File: src/fsd_pkg.sv
// Shared types, constants and helpers for the flock steering direction block.
// Used by every module under src; depends on nothing.
package fsd_pkg;

  localparam int MAX_NEIGHBORS = 1024;
  localparam int DIR_FRAC_BITS = 14;
  localparam int UNIT_ONE      = 1 << DIR_FRAC_BITS;

  localparam int CNT_W   = 11;
  localparam int POS_W   = 24;
  localparam int VEL_W   = 16;
  localparam int DIR_W   = 16;
  localparam int WGT_W   = 16;
  localparam int DIF_W   = POS_W + 1;
  localparam int D2_W    = 50;
  localparam int RR_W    = 2 * POS_W;
  localparam int SUM_W   = 32;
  localparam int VEC_W   = 40;
  localparam int MAG_W   = 30;
  localparam int SQ_W    = 64;
  localparam int NUM_W   = 48;
  localparam int DEN_W   = 32;
  localparam int MUL_W   = 32;
  localparam int PROD_W  = 2 * MUL_W;
  localparam int STEP_W  = 6;
  localparam int ROOT_STEPS = 32;
  localparam int DQ_SHIFT   = 14;
  localparam int SEP_Q_SHIFT = 9;
  localparam int WGT_FRAC   = 16;
  localparam int WGT_SPAN   = 1 << WGT_FRAC;
  localparam int WGT_EXT_W  = WGT_W + 1;
  localparam int ROUND_HALF = 1 << (WGT_FRAC - 1);

  localparam int CFG_IDX_W = 3;
  localparam int CFG_DAT_W = 24;

  localparam int QUEUE_DEPTH = 4;
  localparam int QPTR_W      = 2;

  localparam logic [1:0] ACT_BEGIN  = 2'd0;
  localparam logic [1:0] ACT_CAND   = 2'd1;
  localparam logic [1:0] ACT_FINISH = 2'd2;

  localparam logic [CFG_IDX_W-1:0] REG_HERD_RADIUS = 3'd0;
  localparam logic [CFG_IDX_W-1:0] REG_SEP_DIST    = 3'd1;
  localparam logic [CFG_IDX_W-1:0] REG_COH_WGT     = 3'd2;
  localparam logic [CFG_IDX_W-1:0] REG_ALI_WGT     = 3'd3;
  localparam logic [CFG_IDX_W-1:0] REG_SEP_WGT     = 3'd4;

  typedef struct packed {
    logic [1:0]              action;
    logic signed [POS_W-1:0] pos_x;
    logic signed [POS_W-1:0] pos_y;
    logic signed [POS_W-1:0] pos_z;
    logic signed [VEL_W-1:0] vel_x;
    logic signed [VEL_W-1:0] vel_y;
    logic                    has_velocity;
    logic                    is_self;
  } in_item_t;

  typedef struct packed {
    logic [CNT_W-1:0]        herd_count;
    logic signed [DIR_W-1:0] dir_x;
    logic signed [DIR_W-1:0] dir_y;
  } out_item_t;

  typedef enum logic [1:0] {K_BEGIN, K_CAND, K_FINISH} kind_t;

  typedef struct packed {
    kind_t                   kind;
    logic signed [POS_W-1:0] pos_x;
    logic signed [POS_W-1:0] pos_y;
    logic signed [POS_W-1:0] pos_z;
    logic signed [VEL_W-1:0] vel_x;
    logic signed [VEL_W-1:0] vel_y;
    logic                    has_velocity;
  } q_entry_t;

  typedef enum logic {MOP_UNIT, MOP_WEIGHT} mop_t;

  typedef struct packed {
    logic                    start;
    mop_t                    op;
    logic signed [VEC_W-1:0] vx;
    logic signed [VEC_W-1:0] vy;
    logic [D2_W-1:0]         d2;
    logic [POS_W-1:0]        sep;
  } math_req_t;

  typedef struct packed {
    logic                    done;
    logic signed [DIR_W-1:0] ux;
    logic signed [DIR_W-1:0] uy;
    logic [WGT_W-1:0]        w;
  } math_rsp_t;

  typedef enum logic [1:0] {PART_COH, PART_ALI, PART_SEP} part_t;

  typedef enum logic [3:0] {
    M_IDLE, M_NORM, M_SQX, M_SQY, M_SQS, M_ROOT, M_SETX, M_DIVX,
    M_SETY, M_DIVY, M_FINY, M_SETW, M_WDIV, M_FINW, M_DONE
  } math_state_t;

  typedef enum logic [4:0] {
    B_IDLE, B_DIFF, B_SQX, B_SQY, B_SQZ, B_SQR, B_SQS, B_TEST,
    B_WREQ, B_WWAIT, B_UREQ, B_UWAIT, B_PSX, B_PSY, B_PSE,
    B_NAX, B_NAY, B_COH, B_PREQ, B_PWAIT, B_PMX, B_PMY, B_PME,
    B_FREQ, B_FWAIT, B_EMIT
  } back_state_t;

  function automatic logic [VEC_W-1:0] mag_of(input logic signed [VEC_W-1:0] v);
    return v[VEC_W-1] ? VEC_W'(-v) : VEC_W'(v);
  endfunction

  function automatic logic signed [VEC_W-1:0] apply_sign(input logic [VEC_W-1:0] m,
                                                         input logic neg);
    return neg ? -$signed(m) : $signed(m);
  endfunction

endpackage

File: src/fsd_queue.sv
// Short FIFO of classified items between the front end and the back end.
// Depends on fsd_pkg.
module fsd_queue (
  input  logic              clk,
  input  logic              rst_n,
  input  logic              push,
  input  fsd_pkg::q_entry_t push_data,
  output logic              full,
  input  logic              pop,
  output logic              pop_valid,
  output fsd_pkg::q_entry_t pop_data
);
  import fsd_pkg::*;

  q_entry_t          mem_r [QUEUE_DEPTH];
  logic [QPTR_W-1:0] wr_ptr_r;
  logic [QPTR_W-1:0] rd_ptr_r;
  logic [QPTR_W:0]   cnt_r;
  logic              do_push;
  logic              do_pop;

  assign full      = (cnt_r == (QPTR_W+1)'(QUEUE_DEPTH));
  assign pop_valid = (cnt_r != '0);
  assign pop_data  = mem_r[rd_ptr_r];
  assign do_push   = push && !full;
  assign do_pop    = pop && pop_valid;

  always_ff @(posedge clk) begin
    if (!rst_n) begin
      wr_ptr_r <= '0;
      rd_ptr_r <= '0;
      cnt_r    <= '0;
    end else begin
      if (do_push) wr_ptr_r <= wr_ptr_r + 1'b1;
      if (do_pop)  rd_ptr_r <= rd_ptr_r + 1'b1;
      case ({do_push, do_pop})
        2'b10:   cnt_r <= cnt_r + 1'b1;
        2'b01:   cnt_r <= cnt_r - 1'b1;
        default: cnt_r <= cnt_r;
      endcase
    end
  end

  always_ff @(posedge clk) begin
    if (do_push) mem_r[wr_ptr_r] <= push_data;
  end

endmodule

File: config.mk
export PLATFORM = sky130hd
export DESIGN_NAME = fsd_queue
export DESIGN_NICKNAME = d
export VERILOG_FILES = /design/src/fsd_pkg.sv /design/src/fsd_queue.sv
export SDC_FILE = /design/constraint.sdc
export NUM_CORES = 1
export LEC_CHECK = 0
export BUFFER_PORTS_ARGS = -buffer_cell sky130_fd_sc_hd__buf_2
export CAP_MARGIN = 20
export CORE_MARGIN = 2
export CORE_UTILIZATION = 49
export DETAILED_ROUTE_END_ITERATION = 7
export PLACE_DENSITY = 0.77
export SETUP_SLACK_MARGIN = 0.1
export SKIP_CTS_REPAIR_TIMING = 1
export SLEW_MARGIN = 15
export SYNTH_ARGS = -nofsm -noshare
export SYNTH_HDL_FRONTEND = slang
export SYNTH_SLANG_ARGS = --single-unit
File: constraint.sdc
create_clock -name clk -period 3.8 [get_ports clk]
set_clock_uncertainty 0.15 [all_clocks]
set_input_delay 0.19 -clock clk [delete_from_list [all_inputs] [get_ports clk]]
set_output_delay 0.19 -clock clk [all_outputs]
set_load 0.005 [all_outputs]
After elaboration in Yosys (flattened, before gate mapping)
Memory sizes are Yosys's and may differ from the RTL's. A register that Yosys moved wholly into a read port is not among the register bits.
Index checks and enable logic that the tools add are counted.
{ "word_totals": {"in_bits": 111, "ram_bits": 428, "elab_cells": 21, "output_inout_bits": 109, "mem_count": 1, "register_bits": 7} }
{ "classes": {"muxes": 5, "n_reduce_logical": 5, "n_eq_ne": 3, "add_sub_neg": 4} }
{ "mem_list": {"columns": ["memory", "words", "word_bits", "read_ports", "rd_clocked_by_memory_dff", "write_ports", "line_no", "source"], "rows": [
  ["mem_r", 4, 107, 1, 1, 1, "fsd_queue.sv:15", "q_entry_t mem_r [QUEUE_DEPTH];"]
]} }
{ "ops": {"columns": ["operator", "count"], "rows": [
  ["$pmux 3 s2", 1],
  ["$add 2x1->2 const B", 2],
  ["$mux 2", 2],
  ["$add 3x1->3 const B", 1],
  ["$eq 3x3->1 const B", 1],
  ["$reduce_bool 3->1", 1],
  ["$sub 3x1->3 const B", 1],
  ["$eq 2x1->1 const B", 1],
  ["$eq 2x2->1 const B", 1],
  ["$logic_and 1x1->1", 2],
  ["$mux 1", 2],
  ["$reduce_bool 2->1", 1],
  ["$logic_not 1->1", 1]
]} }

Depth between registers and ports, before layout
Gate-level depths: netlist of run 1.
{ "logic_depth": {"ltp_word": 5, "mapped_depth": 10, "ltp_nobuf": 9} }

Worst setup path before layout of run 1
OpenSTA, ideal clock, no wires.
{ "synth_path": {"path_type": "register to register", "from": "register cnt_r[2]", "to": "memory mem_r[2][0] in the netlist's numbering (enable)", "arrival_time_ns": 3.317, "required_time_ns": 3.172, "period_less_slack_ns": 3.945, "path_buffers": 1, "stages_incl_launch_ff": 5, "setup_time_ns": 0.478, "path_slack_ns": -0.145, "cell_sequence": "dfxtp_1 > nor3b_1 > nor2b_1 > clkbuf_1 > and2_1"} }
{ "synth_between": {"elab_chain_cells": 5} }
{ "synth_lines": {"columns": ["element", "line_no", "source"], "rows": [
  ["from (decl)", "fsd_queue.sv:18", "logic [QPTR_W:0] cnt_r;"],
  ["from (signal assigned)", "fsd_queue.sv:37", "2'b10: cnt_r <= cnt_r + 1'b1;"],
  ["from (signal assigned)", "fsd_queue.sv:38", "2'b01: cnt_r <= cnt_r - 1'b1;"],
  ["from (signal assigned)", "fsd_queue.sv:39", "default: cnt_r <= cnt_r;"],
  ["$eq 3x3->1", "fsd_queue.sv:22", "assign full = (cnt_r == (QPTR_W+1)'(QUEUE_DEPTH));"],
  ["via full", "fsd_queue.sv:8", "output logic full,"],
  ["$logic_not 1->1", "fsd_queue.sv:25", "assign do_push = push && !full;"],
  ["$logic_and 1x1->1", "fsd_queue.sv:25", null],
  ["$mux 1", "fsd_queue.sv:45", "if (do_push) mem_r[wr_ptr_r] <= push_data;"],
  ["$mux 1 (implied by the code)", "fsd_queue.sv:45", null],
  ["to (decl)", "fsd_queue.sv:15", null]
]} }
The timed path passes the listed nets, and every way through them passes these cells.

==> results of run 1 <==
[cell usage in the layout, fill, tap and decap left out]
master	synthesis	layout
xnor2_1	3	3
o21ai_0	2	2
buf_2	12	219
clkinvlp_4	0	3
inv_6	0	3
clkbuf_16	0	43
mux2i_1	2	2
dfxtp_4	0	2
xor2_1	1	1
or3_1	2	2
and2_4	0	4
mux4_2	107	107
nor3b_1	1	1
ha_1	5	5
and2_1	7	3
clkinv_4	0	2
diode_2	0	1
nand2_1	5	5
dfxtp_1	9	7
fa_1	1	1
edfxtp_1	428	428
clkinv_2	0	7
buf_4	0	6
o311ai_0	1	1
clkinv_1	0	12
inv_1	6	6
nor2b_1	3	3
dlygate4sd3_1	0	108
o31a_1	1	1
clkbuf_1	9	3
buf_12	0	7
a21boi_0	1	1
bufinv_16	0	5
[logic make-up after synthesis]
family	synth area share
buf+inv	0.0118
flops	0.819
xor+xnor	0.00220
simple gates	0.00637
mux	0.153
compound gates	0.00220
fa+ha+maj	0.00519
[critical path, stage by stage (launching register included)]
cell and delay, ns:
dfxtp_4 0.81, buf_12 0.34, mux4_2 0.58, buf_2 0.15
[area by class of cell]
type                            count  area, um^2  area share
Timing Repair Buffer              340        2360       0.118
Multi-Input combinational cell    142        2690       0.134
Inverter                            6        22.5     0.00112
Sequential cell                   437       13000       0.650
Antenna cell                        1        2.50    0.000125
Tap cell                          435         544      0.0271
Clock buffer                       46        1090      0.0542
Clock inverter                     32         297      0.0148
[layer usage]
| metal | share of wire | track usage | up-vias |
|---|---|---|---|
| met2 | 0.50 | 0.274 | 284 |
| met1 | 0.42 | 0.245 | 3915 |
| met5 | 0 | 0 | - |
| li1 | - | - | 3344 |
| met4 | 0.017 | 0.0390 | 0 |
| met3 | 0.069 | 0.0464 | 50 |
[per-stage QoR]
step / hold slack [ns] / util / instance area [um^2]
after floorplan: 0.139 / - / 15900
after global routing: 0.0317 / 0.630 / 20000
final: 0.00258 / 0.630 / 20000
after detailed placement: 0.257 / 0.553 / 17600
after global placement: 0.253 / 0.553 / 17600
after CTS: -0.300 / 0.596 / 19000
[power by group through the flow]
stage                     Clock, W  Sequential (W)  Combinational [W]
after global placement           0         0.00612            0.00261
after global routing       0.00441         0.00610            0.00290
after detailed placement         0         0.00615            0.00262
after CTS                  0.00421         0.00605            0.00264
after floorplan                  0         0.00600            0.00171
final                      0.00413         0.00604            0.00268
[state kept, by name, summed over array words and instances (netlist names), named ones only]
name	count
mem_r	428
cnt_r	3
rd_ptr_r	2
wr_ptr_r	2
[worst paths after layout]
kind	endpoint	depth (start not counted)
worst max register to register	mem_r[2][85]$_DFFE_PP_	4
worst min register to register	wr_ptr_r[0]$_SDFFE_PN0P_	2
worst min-delay path	flop	4
worst max-delay path	pop_data[105]	3
==> metrics.cfg, run 1 <==
[outcome]
status = completed

[sta]
totalNegativeSetupSlack_ns = 0
finalCritPeriodShare = 0.731
finalHoldViolations = 0
finalCriticalPeriod_ns = 2.78
setup_viol = 0
max_freq_mhz = 360
setup_ws_ns = 1.02
slew_violations = 0
worstMarginPinSlew_ns = 0.721
slew_headroom = 0.520
rsz0062_at_grt = no

[global_routing]
grt_max_degree = 108
grtUsageTotal = 0.173
antenna_found_initial = 1
grt_pass1_wl_um = 43800
grt_pass1_vias = 7434
grt_overflow_total = 0

[synthesis]
postSynthCellCount = 611
ys.flop_type = edfxtp_1
yosysUniqueCellTypes = 22
synth_most_common_cell = edfxtp_1
synth_commonest_cells = edfxtp_1, mux4_2, buf_2
synth_seq_area_share = 0.819
synth_largest_area_cell = edfxtp_1
syn-cell-area_mm2 = 0.0159
synth-seq-cells = 437
synth_edf_count = 428
synth_area_leaders = edfxtp_1, mux4_2, dfxtp_1
yosysWarnings = 0
avgSynthCellArea_um2 = 26.0
ys_async_sr_fraction = 0
syn_nets = 728
synth_top_area_share = 0.808

[setup_path]
rrSetupSlack_ns = 1.17
crit_arrival_ns = 2.44
crit_type = flop to output port
required_ns = 3.46
setup.worst_path.start_class = flop
crit_path_max_fanout = 33
rr_startpoint = cnt_r[0]$_SDFFE_PN0P_
crit_path_end_kind = output port

[placed_design]
portBuffers = 219
gp_congestion = 0.730
dp_hpwl_um = 17700
dp_slack_ns = 1.20
dp.cells = 1252

[floorplan]
die_x_um = 184
die_y_um = 184
io_pins = 220
start_util = 0.500
dieArea_mm2 = 0.0339
coreArea_mm2 = 0.0318
rows = 65

[power]
powerDensity_mw_per_mm2 = 641
clkPwrFrac = 0.322
p_leak_nw = 6.77
power.switching_w = 0.00317
p_sw_frac = 0.247
total_power_w = 0.0128
combPwrFrac = 0.208
p_seq_frac = 0.470
power.internal_w = 0.00968
vdd_drop_max_mv = 0.453

[final_layout]
syn2layout_area_growth_pct = 26.1
drive_above_1_share = 0.407
fillers = 2088
fin_cells = 1439
finalNetCount = 1087

[clock_tree]
clkLatencyLatePin_ns = 0.53
cts_sinks = 437
clk_pin_slew_worst_paths_ns = 0.06
cts_root_buf = clkbuf_16
clockBufferDepth = 3
htreeDepth = 2
cts_buffers = 43
cts_tree = built

[detailed_routing]
dr.pass1.iters = 5
drt-initial-drc-count = 662
ant_nets = 0
routedWlPerCell_um = 21.3
vias = 7593
routed_wl_um = 30700
drc_errors = 0
viasPerCell = 5.28

[worst_hold_path]
hold_start = pop
hp-class = primary input to flop

[run]
max-cap-violations = 0

Note: power is estimated with default switching activity, not from simulation.
==> inputs of run 2 (changes only) <==
PLACE_DENSITY = 0.75   (was 0.77)
clock period = 2.9 ns   (was 3.8 ns; I/O delays follow)
==> metrics.cfg, run 2 (synthesis results as in run 1) <==
[sta]
finalCriticalPeriod_ns = 2.53
max_freq_mhz = 395
finalCritPeriodShare = 0.872
slew_violations = 0  ; unchanged
hold_ws_ns = 0.221  ; was 0.00258 ns
slew_headroom = 0.648  ; was 0.520
worstMarginPinSlew_ns = 0.526  ; was 0.721 ns
setup_viol = 0  ; unchanged
finalHoldViolations = 0  ; unchanged
rsz0062_at_grt = no  ; unchanged
totalNegativeSetupSlack_ns = 0  ; unchanged

[clock_tree]
cts_buffers = 44  ; was 43
cts_tree = built  ; unchanged
cts_root_buf = clkbuf_16  ; unchanged
cts_sinks = 437  ; unchanged
clk_pin_slew_worst_paths_ns = 0.06  ; about the same
clockBufferDepth = 3  ; unchanged
clkLatencyLatePin_ns = 0.52  ; was 0.53 ns
htreeDepth = 2  ; unchanged

[detailed_routing]
dr.pass1.iters = 4  ; was 5
viasPerCell = 5.25  ; was 5.28
routed_wl_um = 30300  ; was 30700 um
drt-initial-drc-count = 535  ; was 662
drc_errors = 0  ; unchanged
ant_nets = 0  ; unchanged
routedWlPerCell_um = 20.9  ; was 21.3 um
vias = 7608  ; was 7593

[final_layout]
mostFrequentLayoutCell = edfxtp_1  ; unchanged
drive_above_1_share = 0.414  ; was 0.407
finalNetCount = 1095  ; was 1087
syn2layout_area_growth_pct = 27.1  ; was 26.1%
mostFrequentLayoutCells = edfxtp_1, buf_2, dlygate4sd3_1  ; unchanged
reg.largest.list = mem_r: 428 flops, cnt_r: 3 flops  ; unchanged
largest_register_ffs = 428  ; unchanged
fin_area_mm2 = 0.0202  ; was 0.0200 mm^2
top_register = mem_r  ; unchanged

[setup_path]
critPathMaxStageDelay_ns = 0.61  ; was 0.81 ns
crit_type = flop to output port  ; unchanged
crit_arrival_ns = 2.23  ; was 2.44 ns
rr_startpoint = cnt_r[2]$_SDFFE_PN0P_  ; was cnt_r[0]$_SDFFE_PN0P_
crit_path_end_kind = output port  ; unchanged
setup.worst_path.start_class = flop  ; unchanged
required_ns = 2.61  ; was 3.46 ns
crit_path_max_fanout = 35  ; was 33
path_cells = buf_12, mux4_2, buf_2  ; unchanged
cpMaxStageDelayCell = dfxtp_4  ; unchanged

[global_routing]
grt_pass1_wl_um = 44300  ; was 43800 um
grt_overflow_total = 0  ; unchanged
grtUsageTotal = 0.174  ; was 0.173
grt_max_degree = 52  ; was 108
antenna_found_initial = 3  ; was 1
grt_pass1_vias = 7707  ; was 7434

[floorplan]
die_x_um = 184  ; unchanged
start_util = 0.500  ; unchanged
coreArea_mm2 = 0.0318  ; unchanged
die_y_um = 184  ; unchanged
rows = 65  ; unchanged
io_pins = 220  ; unchanged
dieArea_mm2 = 0.0339  ; unchanged

[power]
clkPwrFrac = 0.318  ; was 0.322
vdd_drop_max_mv = 0.556  ; was 0.453 mV
p_seq_frac = 0.467  ; was 0.470
p_sw_frac = 0.246  ; was 0.247
power.internal_w = 0.0127  ; was 0.00968 W
powerDensity_mw_per_mm2 = 832  ; was 641 mW/mm^2
combPwrFrac = 0.214  ; was 0.208
p_leak_nw = 6.84  ; was 6.77 nW
power.switching_w = 0.00414  ; was 0.00317 W

[placed_design]
dp_hpwl_um = 17400  ; was 17700 um
gp_congestion = 0.719  ; was 0.730
post_dp_cell_area_mm2 = 0.0177  ; was 0.0176 mm^2
portBuffers = 219  ; unchanged

[worst_hold_path]
hold_start = push_data[47]  ; was pop
hp-class = primary input to flop  ; unchanged

[run]
max-cap-violations = 0  ; unchanged

[outcome]
status = completed  ; unchanged

run 2: changes by cell type in the layout (fill, tap and decap cells not counted), sizes merged:
| cell | change |
|---|---|
| buf | +5 |
| dlygate4sd3 | +2 |
| clkinvlp | +1 |
| diode | +2 |
| inv | -3 |
| clkinv | +1 |
| bufinv | -2 |
| clkbuf | +5 |
run 2: path summary, 6_finish.rpt:
kind | endpoint | slack [ns] | depth (start not counted)
worst max-delay path | pop_data[98] | 0.37 | 3
worst min-delay path | mem_r[0][47]$_DFFE_PP_ | 0.22 | 2
worst max register to register | cnt_r[2]$_SDFFE_PN0P_ | 0.47 | 9
worst min register to register | wr_ptr_r[1]$_SDFFE_PN0P_ | 0.34 | 2
run 2: metrics by stage:
stage	std cells	setup slack (ns)	util	power (W)
3_5_place_dp	1257	0.474	0.558	0.0115
6_report	1450	0.371	0.636	0.0168
2_1_floorplan	611	0.137	-	0.0101
5_1_grt	1450	0.217	0.636	0.0176
3_3_place_gp	1257	0.583	0.558	0.0115
4_1_cts	1337	0.300	0.601	0.0169
run 2: routing by layer:
metal	vias to the layer above	share of wire	track usage
met4	0	0.024	0.0563
met5	-	0	0
met2	260	0.50	0.287
met1	3923	0.41	0.221
li1	3369	-	-
met3	56	0.071	0.0555
run 2: area by class of cell:
cell class                 count  area (um^2)
timing repair buffer         347         2530
tap                          435          544
inverter                       6         22.5
fill                        2125        11600
sequential                   437        13000
clock inverter                29          224
antenna                        3         7.51
multi-input combinational    142         2690
clock buffer                  51         1150
run 2: worst max-delay path, delay by kind of cell (launching register included):
| kind | cells | cell delay (ns) |
|---|---|---|
| buffers and inverters | 2 | 0.48 |
| DFF | 1 | 0.61 |
| muxes | 1 | 0.58 |
run 2: power groups by stage:
stage          sequential, W  combinational, W  clock, W
3_3_place_gp         0.00796           0.00352         0
5_1_grt              0.00792           0.00392   0.00573
3_5_place_dp         0.00800           0.00355         0
2_1_floorplan        0.00786           0.00225         0
6_report             0.00786           0.00360   0.00535
4_1_cts              0.00787           0.00357   0.00546
