[src/fsd_pkg.sv]
// Shared types, constants and helpers for the flock steering direction block.
// Used by every module under src; depends on nothing.
package fsd_pkg;

  localparam int MAX_NEIGHBORS = 1024;
  localparam int DIR_FRAC_BITS = 14;
  localparam int UNIT_ONE      = 1 << DIR_FRAC_BITS;

  localparam int CNT_W   = 11;
  localparam int POS_W   = 24;
  localparam int VEL_W   = 16;
  localparam int DIR_W   = 16;
  localparam int WGT_W   = 16;
  localparam int DIF_W   = POS_W + 1;
  localparam int D2_W    = 50;
  localparam int RR_W    = 2 * POS_W;
  localparam int SUM_W   = 32;
  localparam int VEC_W   = 40;
  localparam int MAG_W   = 30;
  localparam int SQ_W    = 64;
  localparam int NUM_W   = 48;
  localparam int DEN_W   = 32;
  localparam int MUL_W   = 32;
  localparam int PROD_W  = 2 * MUL_W;
  localparam int STEP_W  = 6;
  localparam int ROOT_STEPS = 32;
  localparam int DQ_SHIFT   = 14;
  localparam int SEP_Q_SHIFT = 9;
  localparam int WGT_FRAC   = 16;
  localparam int WGT_SPAN   = 1 << WGT_FRAC;
  localparam int WGT_EXT_W  = WGT_W + 1;
  localparam int ROUND_HALF = 1 << (WGT_FRAC - 1);

  localparam int CFG_IDX_W = 3;
  localparam int CFG_DAT_W = 24;

  localparam int QUEUE_DEPTH = 4;
  localparam int QPTR_W      = 2;

  localparam logic [1:0] ACT_BEGIN  = 2'd0;
  localparam logic [1:0] ACT_CAND   = 2'd1;
  localparam logic [1:0] ACT_FINISH = 2'd2;

  localparam logic [CFG_IDX_W-1:0] REG_HERD_RADIUS = 3'd0;
  localparam logic [CFG_IDX_W-1:0] REG_SEP_DIST    = 3'd1;
  localparam logic [CFG_IDX_W-1:0] REG_COH_WGT     = 3'd2;
  localparam logic [CFG_IDX_W-1:0] REG_ALI_WGT     = 3'd3;
  localparam logic [CFG_IDX_W-1:0] REG_SEP_WGT     = 3'd4;

  typedef struct packed {
    logic [1:0]              action;
    logic signed [POS_W-1:0] pos_x;
    logic signed [POS_W-1:0] pos_y;
    logic signed [POS_W-1:0] pos_z;
    logic signed [VEL_W-1:0] vel_x;
    logic signed [VEL_W-1:0] vel_y;
    logic                    has_velocity;
    logic                    is_self;
  } in_item_t;

  typedef struct packed {
    logic [CNT_W-1:0]        herd_count;
    logic signed [DIR_W-1:0] dir_x;
    logic signed [DIR_W-1:0] dir_y;
  } out_item_t;

  typedef enum logic [1:0] {K_BEGIN, K_CAND, K_FINISH} kind_t;

  typedef struct packed {
    kind_t                   kind;
    logic signed [POS_W-1:0] pos_x;
    logic signed [POS_W-1:0] pos_y;
    logic signed [POS_W-1:0] pos_z;
    logic signed [VEL_W-1:0] vel_x;
    logic signed [VEL_W-1:0] vel_y;
    logic                    has_velocity;
  } q_entry_t;

  typedef enum logic {MOP_UNIT, MOP_WEIGHT} mop_t;

  typedef struct packed {
    logic                    start;
    mop_t                    op;
    logic signed [VEC_W-1:0] vx;
    logic signed [VEC_W-1:0] vy;
    logic [D2_W-1:0]         d2;
    logic [POS_W-1:0]        sep;
  } math_req_t;

  typedef struct packed {
    logic                    done;
    logic signed [DIR_W-1:0] ux;
    logic signed [DIR_W-1:0] uy;
    logic [WGT_W-1:0]        w;
  } math_rsp_t;

  typedef enum logic [1:0] {PART_COH, PART_ALI, PART_SEP} part_t;

  typedef enum logic [3:0] {
    M_IDLE, M_NORM, M_SQX, M_SQY, M_SQS, M_ROOT, M_SETX, M_DIVX,
    M_SETY, M_DIVY, M_FINY, M_SETW, M_WDIV, M_FINW, M_DONE
  } math_state_t;

  typedef enum logic [4:0] {
    B_IDLE, B_DIFF, B_SQX, B_SQY, B_SQZ, B_SQR, B_SQS, B_TEST,
    B_WREQ, B_WWAIT, B_UREQ, B_UWAIT, B_PSX, B_PSY, B_PSE,
    B_NAX, B_NAY, B_COH, B_PREQ, B_PWAIT, B_PMX, B_PMY, B_PME,
    B_FREQ, B_FWAIT, B_EMIT
  } back_state_t;

  function automatic logic [VEC_W-1:0] mag_of(input logic signed [VEC_W-1:0] v);
    return v[VEC_W-1] ? VEC_W'(-v) : VEC_W'(v);
  endfunction

  function automatic logic signed [VEC_W-1:0] apply_sign(input logic [VEC_W-1:0] m,
                                                         input logic neg);
    return neg ? -$signed(m) : $signed(m);
  endfunction

endpackage

[src/fsd_math.sv]
// Iterative vector normalizer and separation weight unit: shift normalize,
// bit-pair square root and restoring divider. Depends on fsd_pkg.
module fsd_math (
  input  logic               clk,
  input  logic               rst_n,
  input  fsd_pkg::math_req_t req,
  output fsd_pkg::math_rsp_t rsp
);
  import fsd_pkg::*;

  math_state_t             state_r, state_nxt;
  mop_t                    op_r;
  logic [POS_W-1:0]        sep_r;
  logic                    neg_x_r, neg_y_r;
  logic [VEC_W-1:0]        ax_r, ay_r;
  logic [2*MAG_W-1:0]      prod_r, sq_r;
  logic [SQ_W-1:0]         v_r, root_r;
  logic [STEP_W-1:0]       step_r;
  logic [DEN_W-1:0]        den_r, rem_r;
  logic [NUM_W-1:0]        quo_r;
  logic signed [DIR_W-1:0] ux_r, uy_r;
  logic [WGT_W-1:0]        w_r;

  logic [VEC_W-1:0]        m_big;
  logic                    norm_right, norm_left;
  logic [SQ_W-1:0]         root_bit, root_trial;
  logic                    root_take;
  logic [DEN_W:0]          div_trial, div_diff;
  logic                    div_take;
  logic                    last_step;
  logic [MAG_W-1:0]        mul_a;
  logic [2*MAG_W-1:0]      sq_prod;

  function automatic logic signed [DIR_W-1:0] to_unit(input logic [NUM_W-1:0] q,
                                                      input logic neg);
    logic [DIR_W-1:0] m;
    m = (q > NUM_W'(UNIT_ONE)) ? DIR_W'(UNIT_ONE) : q[DIR_W-1:0];
    return neg ? -$signed(m) : $signed(m);
  endfunction

  function automatic logic [WGT_W-1:0] to_weight(input logic [NUM_W-1:0] q);
    logic [WGT_EXT_W-1:0] diff;
    diff = WGT_EXT_W'(WGT_SPAN) - q[WGT_EXT_W-1:0];
    if (q >= NUM_W'(WGT_SPAN)) return '0;
    else if (q == '0) return '1;
    else return diff[WGT_W-1:0];
  endfunction

  assign m_big      = (ax_r > ay_r) ? ax_r : ay_r;
  assign norm_right = |m_big[VEC_W-1:MAG_W];
  assign norm_left  = !m_big[MAG_W-1];
  assign root_bit   = SQ_W'(1) << {step_r[STEP_W-2:0], 1'b0};
  assign root_trial = root_r + root_bit;
  assign root_take  = (v_r >= root_trial);
  assign div_trial  = {rem_r, quo_r[NUM_W-1]};
  assign div_diff   = div_trial - {1'b0, den_r};
  assign div_take   = (div_trial >= {1'b0, den_r});
  assign last_step  = (step_r == '0);
  assign sq_prod    = mul_a * mul_a;

  always_comb begin
    state_nxt = state_r;
    case (state_r)
      M_IDLE: begin
        if (req.start) begin
          if (req.op == MOP_WEIGHT)              state_nxt = M_ROOT;
          else if (req.vx == '0 && req.vy == '0) state_nxt = M_DONE;
          else                                   state_nxt = M_NORM;
        end
      end
      M_NORM:  if (!norm_right && !norm_left) state_nxt = M_SQX;
      M_SQX:   state_nxt = M_SQY;
      M_SQY:   state_nxt = M_SQS;
      M_SQS:   state_nxt = M_ROOT;
      M_ROOT:  if (last_step) state_nxt = (op_r == MOP_WEIGHT) ? M_SETW : M_SETX;
      M_SETX:  state_nxt = M_DIVX;
      M_DIVX:  if (last_step) state_nxt = M_SETY;
      M_SETY:  state_nxt = M_DIVY;
      M_DIVY:  if (last_step) state_nxt = M_FINY;
      M_FINY:  state_nxt = M_DONE;
      M_SETW:  state_nxt = M_WDIV;
      M_WDIV:  if (last_step) state_nxt = M_FINW;
      M_FINW:  state_nxt = M_DONE;
      M_DONE:  state_nxt = M_IDLE;
      default: state_nxt = M_IDLE;
    endcase
  end

  always_comb begin
    rsp.done = 1'b0;
    rsp.ux   = ux_r;
    rsp.uy   = uy_r;
    rsp.w    = w_r;
    mul_a    = ax_r[MAG_W-1:0];
    case (state_r)
      M_SQY:   mul_a = ay_r[MAG_W-1:0];
      M_DONE:  rsp.done = 1'b1;
      default: mul_a = ax_r[MAG_W-1:0];
    endcase
  end

  always_ff @(posedge clk) begin
    if (!rst_n) state_r <= M_IDLE;
    else        state_r <= state_nxt;
  end

  always_ff @(posedge clk) begin
    case (state_r)
      M_IDLE: begin
        if (req.start) begin
          op_r    <= req.op;
          sep_r   <= req.sep;
          ax_r    <= mag_of(req.vx);
          ay_r    <= mag_of(req.vy);
          neg_x_r <= req.vx[VEC_W-1];
          neg_y_r <= req.vy[VEC_W-1];
          ux_r    <= '0;
          uy_r    <= '0;
          v_r     <= {req.d2, {DQ_SHIFT{1'b0}}};
          root_r  <= '0;
          step_r  <= STEP_W'(ROOT_STEPS - 1);
        end
      end
      M_NORM: begin
        if (norm_right) begin
          ax_r <= ax_r >> 1;
          ay_r <= ay_r >> 1;
        end else if (norm_left) begin
          ax_r <= ax_r << 1;
          ay_r <= ay_r << 1;
        end
      end
      M_SQX: prod_r <= sq_prod;
      M_SQY: begin
        sq_r   <= prod_r;
        prod_r <= sq_prod;
      end
      M_SQS: begin
        v_r    <= SQ_W'(sq_r) + SQ_W'(prod_r);
        root_r <= '0;
        step_r <= STEP_W'(ROOT_STEPS - 1);
      end
      M_ROOT: begin
        if (root_take) begin
          v_r    <= v_r - root_trial;
          root_r <= (root_r >> 1) + root_bit;
        end else begin
          root_r <= root_r >> 1;
        end
        step_r <= step_r - 1'b1;
      end
      M_SETX: begin
        den_r  <= root_r[DEN_W-1:0];
        rem_r  <= '0;
        quo_r  <= (NUM_W'(ax_r[MAG_W-1:0]) << DIR_FRAC_BITS)
                  + NUM_W'(root_r[DEN_W-1:1]);
        step_r <= STEP_W'(NUM_W - 1);
      end
      M_SETY: begin
        ux_r   <= to_unit(quo_r, neg_x_r);
        rem_r  <= '0;
        quo_r  <= (NUM_W'(ay_r[MAG_W-1:0]) << DIR_FRAC_BITS) + NUM_W'(den_r >> 1);
        step_r <= STEP_W'(NUM_W - 1);
      end
      M_SETW: begin
        den_r  <= DEN_W'(sep_r);
        rem_r  <= '0;
        quo_r  <= NUM_W'(root_r[DEN_W-1:0]) << SEP_Q_SHIFT;
        step_r <= STEP_W'(NUM_W - 1);
      end
      M_DIVX, M_DIVY, M_WDIV: begin
        if (div_take) begin
          rem_r <= div_diff[DEN_W-1:0];
          quo_r <= {quo_r[NUM_W-2:0], 1'b1};
        end else begin
          rem_r <= div_trial[DEN_W-1:0];
          quo_r <= {quo_r[NUM_W-2:0], 1'b0};
        end
        step_r <= step_r - 1'b1;
      end
      M_FINY: uy_r <= to_unit(quo_r, neg_y_r);
      M_FINW: w_r  <= to_weight(quo_r);
      default: ;
    endcase
  end

endmodule

[config.mk]
export PLATFORM = sky130hd
export DESIGN_NAME = fsd_math
export DESIGN_NICKNAME = d
export VERILOG_FILES = /design/src/fsd_pkg.sv /design/src/fsd_math.sv
export SDC_FILE = /design/constraint.sdc
export NUM_CORES = 2
export LEC_CHECK = 0
export BUFFER_PORTS_ARGS = -buffer_cell sky130_fd_sc_hd__buf_2
export CAP_MARGIN = 0
export CELL_PAD_IN_SITES_DETAIL_PLACEMENT = 2
export CELL_PAD_IN_SITES_GLOBAL_PLACEMENT = 2
export CORE_MARGIN = 1.5
export CORE_UTILIZATION = 43
export CTS_BUF_LIST = sky130_fd_sc_hd__clkbuf_8
export CTS_CLUSTER_SIZE = 20
export DETAILED_ROUTE_END_ITERATION = 10
export HOLD_SLACK_MARGIN = 0.15
export PLACE_DENSITY_LB_ADDON = 0.1
export SYNTH_ARGS = -nofsm -noshare
export SYNTH_HDL_FRONTEND = slang
export SYNTH_SLANG_ARGS = --single-unit
[constraint.sdc]
create_clock -name clk -period 16.36 [get_ports clk]
set_input_delay 1.636 -clock clk [delete_from_list [all_inputs] [get_ports clk]]
set_output_delay 1.636 -clock clk [all_outputs]
set_load 0.02 [all_outputs]
## Yosys cells after proc, flatten, opt, wreduce, memory -nomap -nowiden

Index checks and enable logic that the tools add are counted.
W data, S select, Z words.

| storage, ports and cells | value |
|---|---|
| bits in registers | 525 |
| input port bits | 158 |

| cells by class | value |
|---|---|
| shifts and indexed selects | 1 |
| order comparisons | 5 |
| equal/unequal tests | 22 |
| add/sub/neg operators | 12 |
| multiplexer cells | 43 |
| reduce and logical (&&, ||, !) cells | 30 |
| multipliers | 1 |

Operators by type and width:

| operator | count |
|---|---|
| $pmux W64 S3 | 2 |
| $mux W40 | 9 |
| $mux W64 | 4 |
| $pmux W48 S4 | 1 |
| $pmux W40 S2 | 2 |
| $pmux W32 S2 | 2 |
| $add A44 B31 Y45 | 2 |
| $logic_not A40 Y1 | 2 |
| $mux W16 | 5 |
| $neg A40 Y40 | 2 |
| $add A63 B64 Y64 | 1 |
| $add A64 B64 Y64 | 1 |
| $ge A64 B64 Y1 | 1 |
| $pmux W16 S2 | 2 |
| $shl A1 B6 Y64 const A | 1 |
| $sub A64 B64 Y64 | 1 |
| $add A60 B60 Y61 | 1 |
| $mul A30 B30 Y60 | 1 |
| $pmux W4 S13 | 1 |
| $ge A48 B17 Y1 const B | 1 |
| $gt A48 B15 Y1 const B | 1 |
| $logic_not A48 Y1 | 1 |
| $gt A40 B40 Y1 | 1 |
| $mux W4 | 9 |
| other kinds (30) | 60 |

## Logic depth before layout (Yosys ltp)

| depth | value |
|---|---|
| depth in word-level cells | 7 |
| depth in mapped cells | 36 |
| depth with buffers taken out | 33 |

## Worst setup path after synthesis

Ideal clock, no wire load.

| timing | value |
|---|---|
| path kind | reg2reg |
| from | register step_r[3] |
| to | register v_r[0], enable pin |
| clock period less this slack | 10.904 ns |
| setup time | 0.583 ns |
| cell stages (with the launch flop) | 28 |
| arrival | 10.321 ns |
| data required time | 15.777 ns |
| path slack | 5.456 ns |
| cells stage by stage | edfxtp_1 > or2_2 > clkbuf_1 > nor2_1 > ha_1 > ha_1 > a21o_1 > a31oi_1 > o31ai_1 > a21boi_0 > o31ai_1 > a21oi_1 > a21oi_1 > a21bo_2 > and3_1 > o21ai_0 > xor2_1 > ha_1 > clkbuf_1 > nand4_1 > or4_1 > a31oi_1 > o2111ai_1 > nand3_1 > nand2_1 > clkbuf_1 > clkbuf_1 > a21boi_0 |

| between the ends | value |
|---|---|
| word-level cells in the longest chain between the ends | 5 |

RTL lines:

| what | RTL line | source |
|---|---|---|
| start, declared | fsd_math.sv:18 | `logic [STEP_W-1:0] step_r;` |
| start signal, assigned | fsd_math.sv:121 | `step_r <= STEP_W'(ROOT_STEPS - 1);` |
| start signal, assigned | fsd_math.sv:141 | `step_r <= STEP_W'(ROOT_STEPS - 1);` |
| start signal, assigned | fsd_math.sv:150 | `step_r <= step_r - 1'b1;` |
| $shl A1 B6 Y64 | fsd_math.sv:52 | `assign root_bit = SQ_W'(1) << {step_r[STEP_W-2:0], 1'b0};` |
| $add A64 B64 Y64 | fsd_math.sv:53 | `assign root_trial = root_r + root_bit;` |
| $ge A64 B64 Y1 | fsd_math.sv:54 | `assign root_take = (v_r >= root_trial);` |
| $ne A2 B2 Y1 (no source line) | n/a |  |
| $reduce_and A3 Y1 (no source line) | n/a |  |
| end signal, assigned | fsd_math.sv:119 | `v_r <= {req.d2, {DQ_SHIFT{1'b0}}};` |
| end signal, assigned | fsd_math.sv:139 | `v_r <= SQ_W'(sq_r) + SQ_W'(prod_r);` |
| end signal, assigned | fsd_math.sv:145 | `v_r <= v_r - root_trial;` |
| end, declared | fsd_math.sv:17 | `logic [SQ_W-1:0] v_r, root_r;` |

Every way passes these cells.
A chain may end at the register's enable or synchronous reset.

## Worst setup path after layout

| timing | value |
|---|---|
| from | register state_r[1] |
| to | register prod_r[57], data pin |

| between the ends | value |
|---|---|
| word-level cells in the longest chain between the ends | 3 |

RTL lines:

| what | RTL line | source |
|---|---|---|
| start, declared | fsd_math.sv:11 | `math_state_t state_r, state_nxt;` |
| start signal, assigned | fsd_math.sv:104 | `else state_r <= state_nxt;` |
| $eq A4 B2 Y1 | fsd_math.sv:95 | `case (state_r)` |
| $mux W30 | fsd_math.sv:95 |  |
| $mul A30 B30 Y60 | fsd_math.sv:59 | `assign sq_prod = mul_a * mul_a;` |
| via sq_prod[57] | fsd_math.sv:32 | `logic [2*MAG_W-1:0] sq_prod;` |
| end signal, assigned | fsd_math.sv:133 | `M_SQX: prod_r <= sq_prod;` |
| end signal, assigned | fsd_math.sv:136 | `prod_r <= sq_prod;` |
| end, declared | fsd_math.sv:16 | `logic [2*MAG_W-1:0] prod_r, sq_r;` |

The timed path passes the listed nets, and every way through them passes these cells.

==> impl_metrics.tcl <==
set metrics [dict create \
    place_congestion 0.909 \
    drtIter0Drc 3553 \
    drcViolationCount 0 \
    hp-class "flip-flop to flip-flop" \
    postLayoutCellArea_sq_um 70300 \
    stdcell_count 9204 \
    grt_antenna_before_repair 6 \
    relSlewSlack_pct 15.0 \
    die_x_um 391 \
    cts_resized 0 \
    wl_um 246000 \
    yosys_register_bits 523 \
    synthFlopType "edfxtp_1" \
    drive_gt1_share_pct 7.80 \
    fmax_mhz 81.3 \
    nNetsFinal 8526 \
    fp.dieH_um 391 \
    cp_slowest_cell "mux2i_2" \
    yosys_warnings 0 \
    clock_latency_ns 0.87 \
    cp.required_ns 16.91 \
    dp.final_hpwl_um 195000 \
    reg2reg_depth 31 \
    cap_viol_max_count 0 \
    postPlaceCellArea_sq_um 68300 \
    cts.reportedPaths.clkPinSlew_ns 0.06 \
    num_rows 142 \
    grt_remaining_overflow 0 \
    dieArea_sq_um 153000 \
    ios 207 \
    final_antenna_net_count 0 \
    cts_root_buffer "clkbuf_8" \
    vias_per_cell 5.85 \
    core_area_sq_um 150000 \
    worst_pin_slew_ns 1.27 \
    status "finished clean" \
    setup_viol 0 \
    grt_start_max_net_pins 95 \
    wire_per_inst_um 26.7 \
    grt_pass1_wl_um 374000 \
    slowest_delay_ns 1.02 \
    cts_hold_buf 0 \
    numCtsBuffers 104 \
    cts_setup_buffers 0 \
    critPathArrivalTime_ns 12.86 \
    slew_violations 0 \
    syn_inst 6963 \
    drtPass1Iterations 7 \
    cp-end-kind "flip-flop" \
    fin_tns_setup_ns 0 \
    io_buffers 206 \
    rsz0062_at_grt "false" \
    hold_path_depth 0 \
    ys_seq_area_share_pct 24.1 \
    cts_max_level 3 \
    async_flop_share_pct 0 \
    synth_nets 8387 \
    grt_pass1_vias 60300 \
    fillers 16200 \
    area_delta_synth_final_pct 8.32 \
    ys_types 87 \
    path_class "flip-flop to flip-flop" \
    finalCritPeriodShare_pct 75.2 \
    hold_viol 0 \
    layout_min_cycle_time_ns 12.30 \
    cts_max_path_buffers 3 \
    synth_edf_count 519 \
    clkSinkCount 523 \
    clock_skew_ns 0.0942 \
    avgSynthCellArea_sq_um 9.32 \
    vias 53900 \
    cts_tree "built" \
    syn_area_sq_um 64900 \
    dp_cells 9012 \
    start_kind "flip-flop" \
    grt.total_usage_pct 32.2 \
    start_util_pct 43.3 \
    path_max_fanout 38 \
]
## sequential cells by signal, summed over array words and instances, names as in the netlist
register,count
w_r,16
ux_r,16
neg_x_r,1
v_r,64
ay_r,40
step_r,6
sq_r,59
state_r,4
rem_r,32
sep_r,24
root_r,64
den_r,32
op_r,1
uy_r,16
quo_r,48
prod_r,59
neg_y_r,1
ax_r,40
## synthesized netlist by cell type, types with 52 or more instances
cell type / n / area (sq um)
inv_1: 1078 / 4050
fa_1: 710 / 14200
nor2_1: 642 / 2410
nand2_1: 561 / 2110
ha_1: 556 / 6960
edfxtp_1: 519 / 15600
a21oi_1: 381 / 1910
xnor2_1: 270 / 2360
o21ai_0: 265 / 1330
clkbuf_1: 223 / 837
xor2_1: 184 / 1610
a21o_1: 160 / 1200
mux2i_1: 126 / 1260
a31oi_1: 90 / 563
nand3_1: 87 / 435
nor3_1: 82 / 410
nand4_1: 69 / 432
nor2b_1: 60 / 375
o21bai_1: 56 / 420
a211oi_1: 52 / 390
## per-stage QoR
stage / setup slack (ns) / hold WS (ns) / utilization [%]
finish: 4.06 / 0.461 / 46.9
global route: 3.45 / 0.471 / 46.9
CTS: 4.07 / 0.453 / 46.9
detailed placement: 4.19 / 0.449 / 45.6
global placement: 4.86 / 0.446 / 45.6
floorplan: 5.46 / 0.433 / -
## critical path: cells and delay by family (launching register included)
| family | cells | cell delay, ns |
|---|---|---|
| AOI/OAI and AO/OA | 9 | 2.57 |
| adders and majority gates | 9 | 4.57 |
| buffers and inverters | 9 | 2.08 |
| DFF | 1 | 0.82 |
| muxes | 1 | 1.02 |
| and+or+nand+nor | 3 | 0.90 |
## worst paths after layout
check                                   to  slack, ns        from
worst max-delay path            prod_r[57]       4.06  state_r[1]
worst min-delay path               sq_r[5]       0.46   prod_r[5]
worst max register to register  prod_r[57]       4.06  state_r[1]
worst min register to register     sq_r[5]       0.46   prod_r[5]
## layer usage
| layer | vias to the layer above | global-route usage (%) | wire, um |
|---|---|---|---|
| li1 | 23900 | - | - |
| met1 | 28100 | 41.4 | 104000 |
| met2 | 1394 | 54.6 | 120000 |
| met3 | 454 | 3.44 | 10900 |
| met4 | 2 | 14.1 | 11600 |
| met5 | - | 0 | 9 |
## layout make-up
class / count / area [sq um] / share of cell area (%)
multi-input combinational: 5089 / 44400 / 63.1
sequential: 523 / 15700 / 22.3
inverter: 1090 / 4090 / 5.82
tap: 2016 / 2520 / 3.59
timing repair buffer: 294 / 1690 / 2.41
clock buffer: 104 / 1430 / 2.04
clock inverter: 82 / 507 / 0.721
antenna: 6 / 15.0 / 0.0214
## kinds of logic (layout without fill, tap and decap cells)
family,after synthesis,after routing,synth area share [%]
compound gates,1398,1398,13.9
flops,523,523,24.1
xor+xnor,454,454,6.13
other cells,0,6,0
simple gates,1805,1805,12.7
mux,164,164,2.60
fa+ha+maj,1268,1268,32.7
buf+inv,1351,1570,7.83
## layout by cell type (no fill, tap or decap), types with 43 or more instances in the layout
cell,instances
inv_1,1111
o31ai_1,47
a21o_1,160
and3_1,47
nor3_1,79
buf_4,88
nor2_1,636
a31oi_1,90
o21bai_1,56
buf_2,206
edfxtp_1,519
clkbuf_8,104
nand2_1,558
a21oi_1,380
nand2b_1,43
nand4_1,69
a211oi_1,52
mux2i_1,108
xor2_1,184
nand3_1,85
fa_1,710
nor2b_1,60
o21ai_0,265
xnor2_1,270
ha_1,556
Power is left out: the tool's default activity adds up to more than one toggle a clock period on the data nets, which glitch-free logic cannot reach.
